`config.mk`:
```
export PLATFORM = sky130hd
export DESIGN_NAME = column_mean_imputer_unit
export DESIGN_NICKNAME = d
export VERILOG_FILES = /design/src/rtl/core/cmi_pkg.sv /design/src/rtl/core/column_mean_imputer_unit.sv
export SDC_FILE = /design/constraint.sdc
export NUM_CORES = 2
export LEC_CHECK = 0
export ABC_CLOCK_PERIOD_IN_PS = 17100
export BUFFER_PORTS_ARGS = -buffer_cell sky130_fd_sc_hd__buf_2
export CORE_ASPECT_RATIO = 1.5
export CORE_MARGIN = 4
export CORE_UTILIZATION = 65
export DETAILED_ROUTE_END_ITERATION = 8
export PLACE_DENSITY_LB_ADDON = 0.15
export SLEW_MARGIN = 20
export SYNTH_ARGS = -nofsm -noshare
export SYNTH_HDL_FRONTEND = slang
export SYNTH_SLANG_ARGS = --single-unit
export TNS_END_PERCENT = 10
```
`constraint.sdc`:
```
create_clock -name clk -period 17.1 [get_ports clk]
set_input_delay 0.855 -clock clk [delete_from_list [all_inputs] [get_ports clk]]
set_output_delay 0.855 -clock clk [all_outputs]
set_load 0.01 [all_outputs]
```
`src/rtl/core/cmi_pkg.sv`:
```
// Shared types and constants for the column mean imputer.
`default_nettype none

package cmi_pkg;

  localparam int MAX_COLS_DEF   = 16;
  localparam int COUNT_BITS_DEF = 24;

  localparam logic [1:0] KIND_CLEAR  = 2'd0;
  localparam logic [1:0] KIND_ACCUM  = 2'd1;
  localparam logic [1:0] KIND_IMPUTE = 2'd2;

  localparam logic REG_NUM_COLUMNS = 1'b0;
  localparam logic REG_ID_BASE     = 1'b1;

  localparam logic [4:0]  NUM_COLUMNS_RESET = 5'd1;
  localparam logic [16:0] WEIGHT_ONE        = 17'h10000;
  localparam logic [31:0] COUNTER_RESET     = 32'd1;

  typedef struct packed {
    logic [1:0]         kind;
    logic [3:0]         column;
    logic signed [31:0] cell_value;
    logic               present;
    logic               row_end;
    logic [31:0]        row_label;
  } req_t;

  typedef struct packed {
    logic signed [31:0] out_value;
    logic               filled;
    logic               row_done;
    logic [16:0]        row_weight;
    logic [31:0]        new_label;
    logic [31:0]        source_label;
  } rsp_t;

endpackage

`default_nettype wire

```
`src/rtl/core/column_mean_imputer_unit.sv`:
```
// Column mean imputer: per-column sums and counts, mean imputation, row weights.
//
// Usage: requests enter on req_valid/req_data and are taken when req_stall is low.
// A clear request empties all columns (their sums and counts read as zero). An
// accumulate request does a memory read, then a write back. An impute request reads
// the column, runs the mean division for a missing cell with a non-empty column,
// forms the row weight, with a division on a row end with some but not all cells
// missing, and then registers the response.
// One restoring divider, one bit a cycle, serves both the mean and the weight.
// req_stall is high while a request is in work.
// Each impute request yields one response on rsp_valid/rsp_data, held in an
// output register; a new request is taken while a response waits. If the
// response is still stalled when the next one finishes, the block waits.
// Configuration is written over the APB port while the block is idle:
// num_columns at 0x0, id_base at 0x4.
// Reset (rst, synchronous) empties all columns, clears the missing tally,
// sets the incomplete-row counter to 1, num_columns to 1 and id_base to 0.
`default_nettype none

module column_mean_imputer_unit #(
  parameter int MAX_COLS   = cmi_pkg::MAX_COLS_DEF,
  parameter int COUNT_BITS = cmi_pkg::COUNT_BITS_DEF
) (
  input  wire logic         clk,
  input  wire logic         rst,
  input  wire logic         req_valid,
  output logic              req_stall,
  input  wire cmi_pkg::req_t req_data,
  output logic              rsp_valid,
  input  wire logic         rsp_stall,
  output cmi_pkg::rsp_t     rsp_data,
  input  wire logic         psel,
  input  wire logic         penable,
  input  wire logic         pwrite,
  input  wire logic [2:0]   paddr,
  input  wire logic [31:0]  pwdata,
  output logic [31:0]       prdata,
  output logic              pready
);

  localparam int SUM_W = 32 + COUNT_BITS;
  localparam int IDX_W = (MAX_COLS > 1) ? $clog2(MAX_COLS) : 1;

  typedef enum logic [2:0] {
    ST_IDLE,
    ST_ACC,
    ST_RD,
    ST_DIV_MEAN,
    ST_ROW,
    ST_DIV_WT,
    ST_DONE
  } state_t;

  state_t                  state;
  cmi_pkg::req_t           cur;
  logic [4:0]              num_columns;
  logic [31:0]             id_base;
  logic [4:0]              row_missing;
  logic [31:0]             incomplete_counter;
  logic [MAX_COLS-1:0]     col_valid;

  logic signed [SUM_W-1:0] sum_mem [MAX_COLS];
  logic [COUNT_BITS-1:0]   count_mem [MAX_COLS];
  logic signed [SUM_W-1:0] rd_sum;
  logic [COUNT_BITS-1:0]   rd_count;
  logic                    rd_valid;

  logic [COUNT_BITS-1:0]   rem;
  logic [COUNT_BITS-1:0]   divisor;
  logic [31:0]             dvd;
  logic [31:0]             quo;
  logic [4:0]              step;
  logic                    neg;
  logic signed [31:0]      res_value;
  logic [16:0]             weight;

  logic                    req_take;
  logic                    cfg_write;
  logic [3:0]              mem_col;
  logic [IDX_W-1:0]        mem_idx;
  logic                    in_range;
  logic                    mem_we;
  logic signed [SUM_W-1:0] sum_eff;
  logic [COUNT_BITS-1:0]   count_eff;
  logic [SUM_W-1:0]        sum_mag;
  logic [4:0]              missing_next;
  logic [4:0]              n_eff;
  logic                    rsp_free;

  logic [COUNT_BITS:0]     shifted;
  logic [COUNT_BITS:0]     diff;
  logic                    ge;
  logic [COUNT_BITS-1:0]   rem_next;
  logic [31:0]             quo_next;
  logic [31:0]             dvd_next;

  assign req_stall = (state != ST_IDLE);
  assign req_take  = req_valid && !req_stall;
  assign pready    = 1'b1;
  assign cfg_write = psel && penable && pwrite && pready;
  assign prdata    = (paddr[2] == cmi_pkg::REG_ID_BASE) ? id_base : {27'd0, num_columns};

  assign mem_col  = (state == ST_IDLE) ? req_data.column : cur.column;
  assign mem_idx  = IDX_W'(mem_col);
  assign in_range = (32'(mem_col) < MAX_COLS);

  assign sum_eff   = rd_valid ? rd_sum : '0;
  assign count_eff = rd_valid ? rd_count : '0;
  assign sum_mag   = rd_sum[SUM_W-1] ? SUM_W'(-rd_sum) : SUM_W'(rd_sum);
  assign mem_we    = (state == ST_ACC) && cur.present && in_range && (count_eff != '1);

  assign missing_next = (!cur.present && (row_missing != 5'd31)) ? row_missing + 5'd1
                                                                 : row_missing;
  assign n_eff        = (num_columns == 5'd0) ? 5'd1 : num_columns;
  assign rsp_free     = !rsp_valid || !rsp_stall;

  assign shifted  = {rem, dvd[31]};
  assign ge       = (shifted >= {1'b0, divisor});
  assign diff     = shifted - {1'b0, divisor};
  assign rem_next = ge ? diff[COUNT_BITS-1:0] : shifted[COUNT_BITS-1:0];
  assign quo_next = {quo[30:0], ge};
  assign dvd_next = {dvd[30:0], 1'b0};

  always_ff @(posedge clk) begin
    if (mem_we) begin
      sum_mem[mem_idx]   <= sum_eff + {{COUNT_BITS{cur.cell_value[31]}}, cur.cell_value};
      count_mem[mem_idx] <= count_eff + 1'b1;
    end
    rd_sum   <= sum_mem[mem_idx];
    rd_count <= count_mem[mem_idx];
  end

  always_ff @(posedge clk) begin
    if (rst) begin
      state              <= ST_IDLE;
      num_columns        <= cmi_pkg::NUM_COLUMNS_RESET;
      id_base            <= '0;
      row_missing        <= '0;
      incomplete_counter <= cmi_pkg::COUNTER_RESET;
      col_valid          <= '0;
      rd_valid           <= 1'b0;
      rsp_valid          <= 1'b0;
    end else begin
      rd_valid <= col_valid[mem_idx] && in_range;
      if (cfg_write) begin
        unique case (paddr[2])
          cmi_pkg::REG_NUM_COLUMNS: num_columns <= pwdata[4:0];
          cmi_pkg::REG_ID_BASE:     id_base     <= pwdata;
          default: ;
        endcase
      end
      if (rsp_valid && !rsp_stall && (state != ST_DONE)) begin
        rsp_valid <= 1'b0;
      end
      unique case (state)
        ST_IDLE: begin
          if (req_take) begin
            cur <= req_data;
            unique case (req_data.kind)
              cmi_pkg::KIND_CLEAR:  col_valid <= '0;
              cmi_pkg::KIND_ACCUM:  state <= ST_ACC;
              cmi_pkg::KIND_IMPUTE: state <= ST_RD;
              default: ;
            endcase
          end
        end
        ST_ACC: begin
          if (mem_we) begin
            col_valid[mem_idx] <= 1'b1;
          end
          state <= ST_IDLE;
        end
        ST_RD: begin
          row_missing <= missing_next;
          if (cur.present) begin
            res_value <= cur.cell_value;
            state     <= ST_ROW;
          end else if (count_eff == '0) begin
            res_value <= '0;
            state     <= ST_ROW;
          end else begin
            neg     <= rd_sum[SUM_W-1];
            rem     <= sum_mag[SUM_W-1:32];
            dvd     <= sum_mag[31:0];
            divisor <= rd_count;
            step    <= 5'd31;
            state   <= ST_DIV_MEAN;
          end
        end
        ST_DIV_MEAN: begin
          rem  <= rem_next;
          quo  <= quo_next;
          dvd  <= dvd_next;
          step <= step - 5'd1;
          if (step == 5'd0) begin
            res_value <= neg ? -quo_next : quo_next;
            state     <= ST_ROW;
          end
        end
        ST_ROW: begin
          if (!cur.row_end || (row_missing >= n_eff)) begin
            weight <= '0;
            state  <= ST_DONE;
          end else if (row_missing == 5'd0) begin
            weight <= cmi_pkg::WEIGHT_ONE;
            state  <= ST_DONE;
          end else begin
            rem     <= COUNT_BITS'(n_eff - row_missing);
            dvd     <= '0;
            divisor <= COUNT_BITS'(n_eff);
            step    <= 5'd15;
            state   <= ST_DIV_WT;
          end
        end
        ST_DIV_WT: begin
          rem  <= rem_next;
          quo  <= quo_next;
          dvd  <= dvd_next;
          step <= step - 5'd1;
          if (step == 5'd0) begin
            weight <= {1'b0, quo_next[15:0]};
            state  <= ST_DONE;
          end
        end
        ST_DONE: begin
          if (rsp_free) begin
            rsp_valid              <= 1'b1;
            rsp_data.out_value     <= res_value;
            rsp_data.filled        <= !cur.present;
            rsp_data.row_done      <= cur.row_end;
            rsp_data.row_weight    <= weight;
            if (cur.row_end && (row_missing != 5'd0)) begin
              rsp_data.new_label    <= id_base + incomplete_counter;
              rsp_data.source_label <= cur.row_label;
              incomplete_counter    <= incomplete_counter + 32'd1;
            end else begin
              rsp_data.new_label    <= cur.row_end ? cur.row_label : '0;
              rsp_data.source_label <= '0;
            end
            if (cur.row_end) begin
              row_missing <= '0;
            end
            state <= ST_IDLE;
          end
        end
        default: state <= ST_IDLE;
      endcase
    end
  end

endmodule

`default_nettype wire
```
==> flow_summary.yaml <==
cells_and_area:
  drive_above_1_share: 0.192
  fin_util: 0.730
  area.growth.synth_to_final_pct: 11.7
  layoutNonFillerInstCount: 6869
  nFillCells: 7110
  finish.net_count: 5425
detailed_routing:
  vias: 44718
  drcViolationCount: 0
  dr.pass1.iters: 5
  wl_per_cell_um: 26.7
  drtAntennaViolNets: 0
  detail_route.iter0.violations: 4774
  via_per_inst: 6.51
  drt-total-wl_mm: 183
placement:
  place_hpwl_mm: 108
  placed_cells: 6569
  setup_ws_pre_cts_ns: 11.12
  place.port_buffers: 260
  routabilityCongestion: 0.925
die:
  initial_utilization: 0.654
  chipHeight_um: 426
  top_level_ports: 264
  placement_rows: 153
  design.core.area_um2: 116000
  full_die_area_um2: 122000
  die-width_um: 287
grt:
  grt_start_max_net_pins: 157
  globalRouteTotalUtil: 0.300
  number_of_antenna_violations_at_the_first_check_in_global_routing: 2
  grt_pass1_vias: 44576
  overflow: 0
  grt_first_pass_wirelength_mm: 272
synthesis:
  async_set_or_reset_flop_fraction_in_the_synthesized_netlist: 0
  synth-seq-cells: 1806
  netlist_instances: 4910
  yosysUniqueCellTypes: 79
  synth_top_area_frac: 0.646
  post_synth_most_frequent_cells: "1,631 x edfxtp_1, 631 x nand2_1, 324 x mux4_2"
  post_synth_instance_area_um2: 75900
  most_numerous_cell_in_the_yosys_netlist: "edfxtp_1"
  synth.yosys.warnings: 0
  synth.top_cells.by_area: "edfxtp_1 65%, mux4_2 9.6%, dfxtp_1 4.6%, nand2_1 3.1%, ha_1 2.1%"
  number_of_nets_produced_by_synthesis: 5153
  netlist.top_cell.by_area: "edfxtp_1"
  synth_top_flop_cell: "edfxtp_1"
  avg_cell_area_syn_um2: 15.5
  synth-edff-count: 1631
  seq_area_frac_synth: 0.692
sta:
  worst_slew_pin_slew_ns: 1.18
  postLayoutSetupSlackWorst_ns: 11.36
  fin_skew_ns: 0.0301
  final_max_slew_viol_count: 0
  timing.slew.headroom: 0.213
  fmax_mhz: 174
  final_hold_viol_count: 0
  timing.final.crit_period_ns: 5.74
  period_share: 0.336
  rsz0062_at_grt: "no"
  finalSetupTns_ns: 0
  timing.final.setup_violations: 0
clock_tree:
  cts_post_setup_buffers_inserted: 0
  clkSinkCount: 1806
  cts_root_buf: "clkbuf_16"
  numCtsBuffers: 160
  clk_pin_slew_ns: 0.06
  cts_resized: 0
  cts_tree: "done"
  clk_path_buf_depth: 3
  clock_insertion_delay_at_the_later_pin_of_the_skew_report_ns: 0.79
  cts_max_level: 4
  postCtsHoldBufs: 0
critical_path:
  worst_path_dominant_cell_family: "simple AND/OR/NAND/NOR gates"
  timing.critical_path.cells: "buf_4, nand2_1, inv_1, ha_1, nand3_1, nor2_1, and3_1, nand2_1, o21ai_0, or3_1, nor2_4, buf_4, buf_4"
  critical_path.endpoint_type: "register"
  critPathMostFrequentCell: "buf_4"
  crit_type: "register to register"
  timing.critical_path.slowest_cell_delay_ns: 0.91
  critPathLaunchType: "register"
  critPathBufInv: 4
  required_ns: 17.55
  cpMaxStageDelayCell: "o21ai_0"
  critPathMaxFanout: 30
  worst_ep_arrival_time_ns: 6.19
pwr:
  power_density_nw_per_um2: 162
  finalPower_mw: 13.7
  leakage_component_of_the_power_nw: 29.4
  vdd_drop_max_mv: 0.165
status:
  run_status: "completed"
run:
  max-cap-violations: 0
hold_path:
  min_path_type: "primary input to register"
sequential cells by signal, indices dropped and copies added (netlist names):
name and flops:
col_valid 16, count_mem 384, cur 70, divisor 24, dvd 32, id_base 32
incomplete_counter 32, neg 1, num_columns 5, quo 31, rd_count 24, rd_sum 56
rd_valid 1, rem 24, res_value 32, row_missing 5, rsp_data 115, rsp_valid 1
state 3, step 5, sum_mem 896, weight 17
kinds of logic after synthesis:
family          synth area share
other cells            0.0000494
xor+xnor                  0.0267
buf+inv                   0.0159
flops                      0.692
mux                       0.0991
simple gates              0.0878
compound gates            0.0571
fa+ha+maj                 0.0217
layout by cell type, fill, tap and decap left out, drive strengths merged, types with 140 or more instances in the layout:
| cell | count |
|---|---|
| xor2 | 141 |
| a21oi | 184 |
| edfxtp | 1631 |
| buf | 353 |
| clkbuf | 219 |
| dfxtp | 175 |
| o21ai | 190 |
| and2 | 155 |
| and3 | 140 |
| nand2 | 631 |
| mux4 | 324 |
| nor2 | 159 |
power by group:
group	total [mW]	internal, mW	leakage (nW)	switching [mW]
Clock	3.65	2.06	2.61	1.59
Sequential	5.95	5.66	16.2	0.288
Combinational	4.15	1.65	10.6	2.49
final timing paths:
kind,end,slack (ns),depth (start not counted),startpoint
worst max register to register,sum_mem[0][34],11.36,13,rd_valid
worst min-delay path,cur[42],0.25,1,req_data[42]
worst max-delay path,sum_mem[0][34],11.36,13,rd_valid
worst min register to register,rsp_data[67],0.42,0,weight[3]
routing by layer:
layer | vias up | wire [um] | global-route usage
li1 | 19484 | - | -
met1 | 22562 | 66700 | 0.384
met2 | 2264 | 94900 | 0.526
met3 | 406 | 14900 | 0.0454
met4 | 2 | 6590 | 0.108
met5 | - | 13 | 0
layout make-up:
type                            count  area (um^2)  share of cell area
Timing Repair Buffer              353         2030              0.0240
Multi-Input combinational cell   2794        22700               0.268
Sequential cell                  1806        52500               0.619
Clock inverter                     77          841             0.00992
Tap cell                         1550         1940              0.0229
Inverter                           67          251             0.00297
Clock buffer                      219         4500              0.0531
Antenna cell                        3         7.51           0.0000886
per-stage QoR:
step / hold WS, ns / area [um^2]
2_1_floorplan: 0.400 / 75900
3_3_place_gp: 0.401 / 79100
3_5_place_dp: 0.405 / 79100
4_1_cts: 0.195 / 84400
5_1_grt: 0.211 / 84700
6_report: 0.246 / 84700
Note: power is estimated with default switching activity, not from simulation.
